$ cat config.mk
export PLATFORM = sky130hd
export DESIGN_NAME = t8e_exec
export DESIGN_NICKNAME = d
export VERILOG_FILES = /design/src/rtl/core/t8e_pkg.sv /design/src/rtl/core/t8e_exec.sv
export SDC_FILE = /design/constraint.sdc
export NUM_CORES = 1
export LEC_CHECK = 0
export BUFFER_PORTS_ARGS = -buffer_cell sky130_fd_sc_hd__buf_2
export CAP_MARGIN = 20
export CORE_UTILIZATION = 40
export DETAILED_ROUTE_END_ITERATION = 8
export PLACE_DENSITY = 0.67
export SYNTH_ARGS = -nofsm -noshare
export SYNTH_HDL_FRONTEND = slang
export SYNTH_SLANG_ARGS = --single-unit
$ cat constraint.sdc
create_clock -name vclk -period 5.1
set_input_delay 0.255 -clock vclk [all_inputs]
set_output_delay 0.255 -clock vclk [all_outputs]
set_load 0.005 [all_outputs]
$ cat src/rtl/core/t8e_pkg.sv
// ----------------------------------------------------------------------------
// t8e_pkg
// Types and constants shared by the execute unit of the 8-bit machine.
// ----------------------------------------------------------------------------
package t8e_pkg;

	localparam logic [15:0] HALT_PC = 16'hffff;

	// dense opcode numbering
	typedef enum logic [5:0] {
		OP_NOP  = 6'd0,
		OP_MOV  = 6'd1,
		OP_LOD  = 6'd2,
		OP_OUT  = 6'd3,
		OP_INP  = 6'd4,
		OP_JNZA = 6'd5,
		OP_ADD  = 6'd6,
		OP_ADDI = 6'd7,
		OP_SUB  = 6'd8,
		OP_SUBI = 6'd9,
		OP_NAD  = 6'd10,
		OP_NADI = 6'd11,
		OP_NOR  = 6'd12,
		OP_NORI = 6'd13,
		OP_CMP  = 6'd14,
		OP_CMPI = 6'd15,
		OP_JZRA = 6'd16,
		OP_LDRA = 6'd17,
		OP_WTRA = 6'd18,
		OP_JMPA = 6'd19,
		OP_JEQA = 6'd20,
		OP_JNQA = 6'd21,
		OP_JNZB = 6'd22,
		OP_JZRB = 6'd23,
		OP_JMPB = 6'd24,
		OP_JEQB = 6'd25,
		OP_JNQB = 6'd26,
		OP_LDRB = 6'd27,
		OP_WTRB = 6'd28,
		OP_JMPI = 6'd29,
		OP_JEQI = 6'd30,
		OP_JNQI = 6'd31,
		OP_JZRI = 6'd32,
		OP_JNZI = 6'd33
	} opcode_t;

	// request kinds
	localparam logic REQ_EXEC    = 1'b0;
	localparam logic REQ_PRELOAD = 1'b1;

	typedef logic [7:0] gpr_t;
	typedef gpr_t [3:0] regfile_t;

	typedef struct packed {
		logic req_type;
		logic [5:0] opcode;
		logic [1:0] dest_reg;
		logic [1:0] src_reg;
		logic [7:0] imm8;
		logic [15:0] imm16;
		logic [7:0] io_in_data;
		logic [15:0] preload_addr;
		logic [7:0] preload_byte;
	} req_t;

	typedef struct packed {
		logic [15:0] next_pc;
		logic halted;
		logic flag_zero;
		logic flag_equal;
		logic io_write_valid;
		logic io_read_valid;
		logic [15:0] io_address;
		logic [7:0] io_out_data;
		logic [7:0] reg_zero;
		logic [7:0] reg_one;
		logic [7:0] reg_two;
		logic [7:0] reg_three;
	} res_t;

	typedef struct packed {
		logic equal;
		logic halt;
		logic zero;
	} flags_t;

	typedef struct packed {
		logic wr;
		logic rd;
		logic [15:0] addr;
		logic [7:0] wdata;
	} mem_cmd_t;

	typedef struct packed {
		logic io_w;
		logic io_r;
		logic [15:0] io_addr;
		logic [7:0] io_data;
	} io_info_t;

	typedef struct packed {
		regfile_t regs;
		logic [15:0] pc;
		flags_t flags;
		io_info_t io;
		logic ld;
		logic [1:0] ld_dst;
		mem_cmd_t mem;
	} exec_out_t;

endpackage

$ cat src/rtl/core/t8e_exec.sv
// ----------------------------------------------------------------------------
// t8e_exec
// Combinational execute: alu, compare, branch and memory command for one item.
// ----------------------------------------------------------------------------
module t8e_exec import t8e_pkg::*; #(
	parameter int INSTR_BYTES = 4
) (
	input  req_t item,
	input  regfile_t regs,
	input  logic [15:0] pc,
	input  flags_t flags,
	output exec_out_t res
);

	localparam logic [15:0] PC_STEP = 16'(INSTR_BYTES);

	logic [7:0] a;
	logic [7:0] b;
	logic [15:0] ar;
	logic [15:0] br;
	logic take;
	logic [15:0] target;

	assign a = regs[item.dest_reg];
	assign b = regs[item.src_reg];
	assign ar = {regs[1], regs[0]};
	assign br = {regs[3], regs[2]};

	always_comb begin
		res = '0;
		res.regs = regs;
		res.pc = pc;
		res.flags = flags;
		res.ld_dst = item.dest_reg;
		take = 1'b0;
		target = '0;
		if (!flags.halt) begin
			if (item.req_type == REQ_PRELOAD) begin
				res.mem.wr = 1'b1;
				res.mem.addr = item.preload_addr;
				res.mem.wdata = item.preload_byte;
			end else begin
				case (opcode_t'(item.opcode))
					OP_NOP: begin end
					OP_MOV: res.regs[item.dest_reg] = b;
					OP_LOD: res.regs[item.dest_reg] = item.imm8;
					OP_OUT: begin
						res.io.io_w = 1'b1;
						res.io.io_addr = ar;
						res.io.io_data = a;
					end
					OP_INP: begin
						res.io.io_r = 1'b1;
						res.io.io_addr = ar;
						res.regs[item.dest_reg] = item.io_in_data;
					end
					OP_ADD:  res.regs[item.dest_reg] = a + b;
					OP_ADDI: res.regs[item.dest_reg] = a + item.imm8;
					OP_SUB:  res.regs[item.dest_reg] = a - b;
					OP_SUBI: res.regs[item.dest_reg] = a - item.imm8;
					OP_NAD:  res.regs[item.dest_reg] = ~(a & b);
					OP_NADI: res.regs[item.dest_reg] = ~(a & item.imm8);
					OP_NOR:  res.regs[item.dest_reg] = ~(a | b);
					OP_NORI: res.regs[item.dest_reg] = ~(a | item.imm8);
					OP_CMP, OP_CMPI: begin
						res.flags = '0;
						res.flags.equal = (item.opcode == OP_CMP) ? (a == b) :
							(a == item.imm8);
						res.flags.zero = (a == 8'h00);
					end
					OP_LDRA, OP_LDRB: begin
						res.ld = 1'b1;
						res.mem.rd = 1'b1;
						res.mem.addr = (item.opcode == OP_LDRA) ? ar : br;
					end
					OP_WTRA, OP_WTRB: begin
						res.mem.wr = 1'b1;
						res.mem.addr = (item.opcode == OP_WTRA) ? ar : br;
						res.mem.wdata = a;
					end
					OP_JNZA: begin take = !flags.zero;  target = ar; end
					OP_JZRA: begin take = flags.zero;   target = ar; end
					OP_JMPA: begin take = 1'b1;         target = ar; end
					OP_JEQA: begin take = flags.equal;  target = ar; end
					OP_JNQA: begin take = !flags.equal; target = ar; end
					OP_JNZB: begin take = !flags.zero;  target = br; end
					OP_JZRB: begin take = flags.zero;   target = br; end
					OP_JMPB: begin take = 1'b1;         target = br; end
					OP_JEQB: begin take = flags.equal;  target = br; end
					OP_JNQB: begin take = !flags.equal; target = br; end
					OP_JMPI: begin take = 1'b1;         target = item.imm16; end
					OP_JEQI: begin take = flags.equal;  target = item.imm16; end
					OP_JNQI: begin take = !flags.equal; target = item.imm16; end
					OP_JZRI: begin take = flags.zero;   target = item.imm16; end
					OP_JNZI: begin take = !flags.zero;  target = item.imm16; end
					default: res.flags.halt = 1'b1;
				endcase
				res.pc = take ? target : pc + PC_STEP;
				if (res.pc == HALT_PC) begin
					res.flags.halt = 1'b1;
				end
			end
		end
	end

endmodule

==> qor.txt <==
Status = finished, final reports clean
Synth Area in Simple Gates = 31.5%
Critical Path End Type = output port
Max Freq = 0.238 GHz
FF/Latch Area = 0 sq um
Max-cap violation count = 0
Crit path DAT = 3.95 ns
Total Nets Final = 1,252
Setup-failing EPs final = 0
Critical Path End = res[80]
Vias per cell = 6.63
Number of global-route vias before repair = 7,308
Largest net degree at the start of global routing = 54
# clk buffers = 0
Syn Std Cell Area = 0.00582 sq mm
Post-CTS sizing = 0
Area grow syn2layout = 18.5%
Adder-Cell Fraction of Synth Area = 11.5%
CP Max Fanout = 17
CP startpoint = item[59]
Worst EP required = 4.85 ns
Period utilization = 82.5%
First-pass GRT wire length = 42,600 microns
Main combinational cell family by area after synthesis = compound AO/OA/AOI/OAI gates
Antenna Violating Nets Remaining = 0
Antenna Cells = 0
Min-delay worst type = in2out
1st-iter DRT viols = 1,278
XOR/XNOR Fraction of Synth Area = 3.59%
Post-CTS setup buffer count = 0
Top Metal Used = met4
Mux cell area share after synthesis = 6.92%
GPL Wtd Cong = 1.01
Via Count = 8,359
Detailed placement HPWL = 23,200 microns
Pwr Density = 104 mW/mm^2
Min Tclk post-route = 4.21 ns
Met2 wire length = 12,800 microns
Most frequent cells in the layout = 225 x buf_2, 136 x nor2_1, 102 x a21oi_1
Placed cells = 1,260
Setup CP Type = in2out
Non-Filler Instances = 1,261
Drc violations = 0
Post-Syn Nets = 1,086
Initial core utilization = 41.4%
Commonest non-fill, non-tap cell in the layout = buf_2
Buffers on Ports = 224
DRT Pass-1 Iters = 9
Relative slew margins = 24.4%
# fillers = 1,551
CTS Hold Buffers Added = 0
Post-Syn Instances = 917
M1 WL = 11,700 microns
Seq Cell Count = 0
VDD IR max = 0.0000683 V
Die X-Extent = 123 microns
Wire per inst = 23.1 microns
CP Launch Type = input pin
Tot GR Track Use = 37.2%
Post-Route WL = 29,200 microns
Die Y-Extent = 123 microns
Fin. Hold Viols = 0
Initial antenna violation count = 0
Least-Margin Pin Slew = 1.13 ns
Layout cell share with drive strength beyond 1 = 25.8%
Grt ovf = 0
Core ar. = 0.0140 sq mm
Multi-input gate area = 0.00530 sq mm
RSZ-0062 raised after global routing = false
Synthesized area per cell = 6.34 sq um
Compound-Gate Fraction of Synth Area = 37.4%
Leakage power = 3.05 nW
Post-Route Setup TNS = 0 ns
Die Area = 0.0150 sq mm
Metal3 WL = 3440 microns
YS warnings = 0
Post-synthesis sequential area ratio = 0%
FP Rows = 43
Slew Viols, Final = 0
Num ports = 224
Number of distinct library cells after synthesis = 82
-- logic make-up (layout without fill, tap and decap cells) --
kind of cell / count (synthesis) / in the layout
AOI/OAI and AO/OA: 326 / 326
buffers and inverters: 114 / 278
adders and majority gates: 51 / 51
muxes: 20 / 20
and+or+nand+nor: 383 / 383
xor gates and xnor gates: 23 / 23
-- synthesized netlist by cell type, types with 19 or more instances --
master | n | area share, %
nor3_1 | 24 | 2.1
a22oi_1 | 27 | 3.5
ha_1 | 47 | 10
nor2_1 | 136 | 8.8
nor4_1 | 19 | 2.0
and2_1 | 22 | 2.4
clkbuf_1 | 41 | 2.6
inv_1 | 41 | 2.6
a21oi_1 | 102 | 8.8
nand2_1 | 89 | 5.7
o21ai_0 | 66 | 5.7
-- where the power goes --
part           leakage (nW)  internal [W]  switching, W
Combinational          3.05      0.000268      0.000448
Sequential                0             0             0
Clock                     0             0             0
Total                  3.05      0.000268      0.000448
-- layout make-up --
cell class,count,area share [%]
Tap cell,180,3.27
Multi-Input combinational cell,803,76.9
Timing Repair Buffer,237,17.6
Inverter,41,2.23
-- metal layers --
metal | track usage (%) | vias to the layer above
li1 | - | 3731
met4 | 12.5 | 0
met2 | 57.4 | 639
met5 | 0 | -
met1 | 52.0 | 3874
met3 | 5.76 | 115
-- per-stage QoR --
| step | hold slack [ns] | area [sq um] | utilization [%] | power, W | setup WS [ns] |
|---|---|---|---|---|---|
| 6_report | 0.804 | 6900 | 49.1 | 0.000715 | 0.894 |
| 5_1_grt | 0.833 | 6900 | 49.1 | 0.000768 | 0.639 |
| 4_1_cts | 0.803 | 6890 | 49.1 | 0.000693 | 0.930 |
| 3_5_place_dp | 0.798 | 6890 | 49.1 | 0.000690 | 0.961 |
| 3_3_place_gp | 0.799 | 6880 | 49.0 | 0.000691 | 1.00 |
| 2_1_floorplan | 0.591 | 5820 | - | 0.000448 | 1.37 |
-- worst max-delay path, cell delays in order --
cell,delay [ns]
buf_2,0.32
mux4_2,0.65
ha_1,0.31
fa_1,0.48
a21o_1,0.20
a21oi_1,0.26
o21bai_1,0.10
a21oi_1,0.18
xor2_1,0.16
o22ai_1,0.11
nor4_1,0.63
a21oi_1,0.14
buf_2,0.16
-- how the worst min path moves through the flow --
stage | from | endpoint | slack (ns) | depth (start not counted)
after floorplan | item[58] | res[26] | 0.59 | 1
after global routing | pc[3] | res[61] | 0.83 | 4
after global placement | pc[1] | res[59] | 0.80 | 4
after detailed placement | pc[1] | res[59] | 0.80 | 4
after CTS | pc[1] | res[59] | 0.80 | 4
final | pc[1] | res[59] | 0.80 | 4
(Power assumes the default switching activity.)
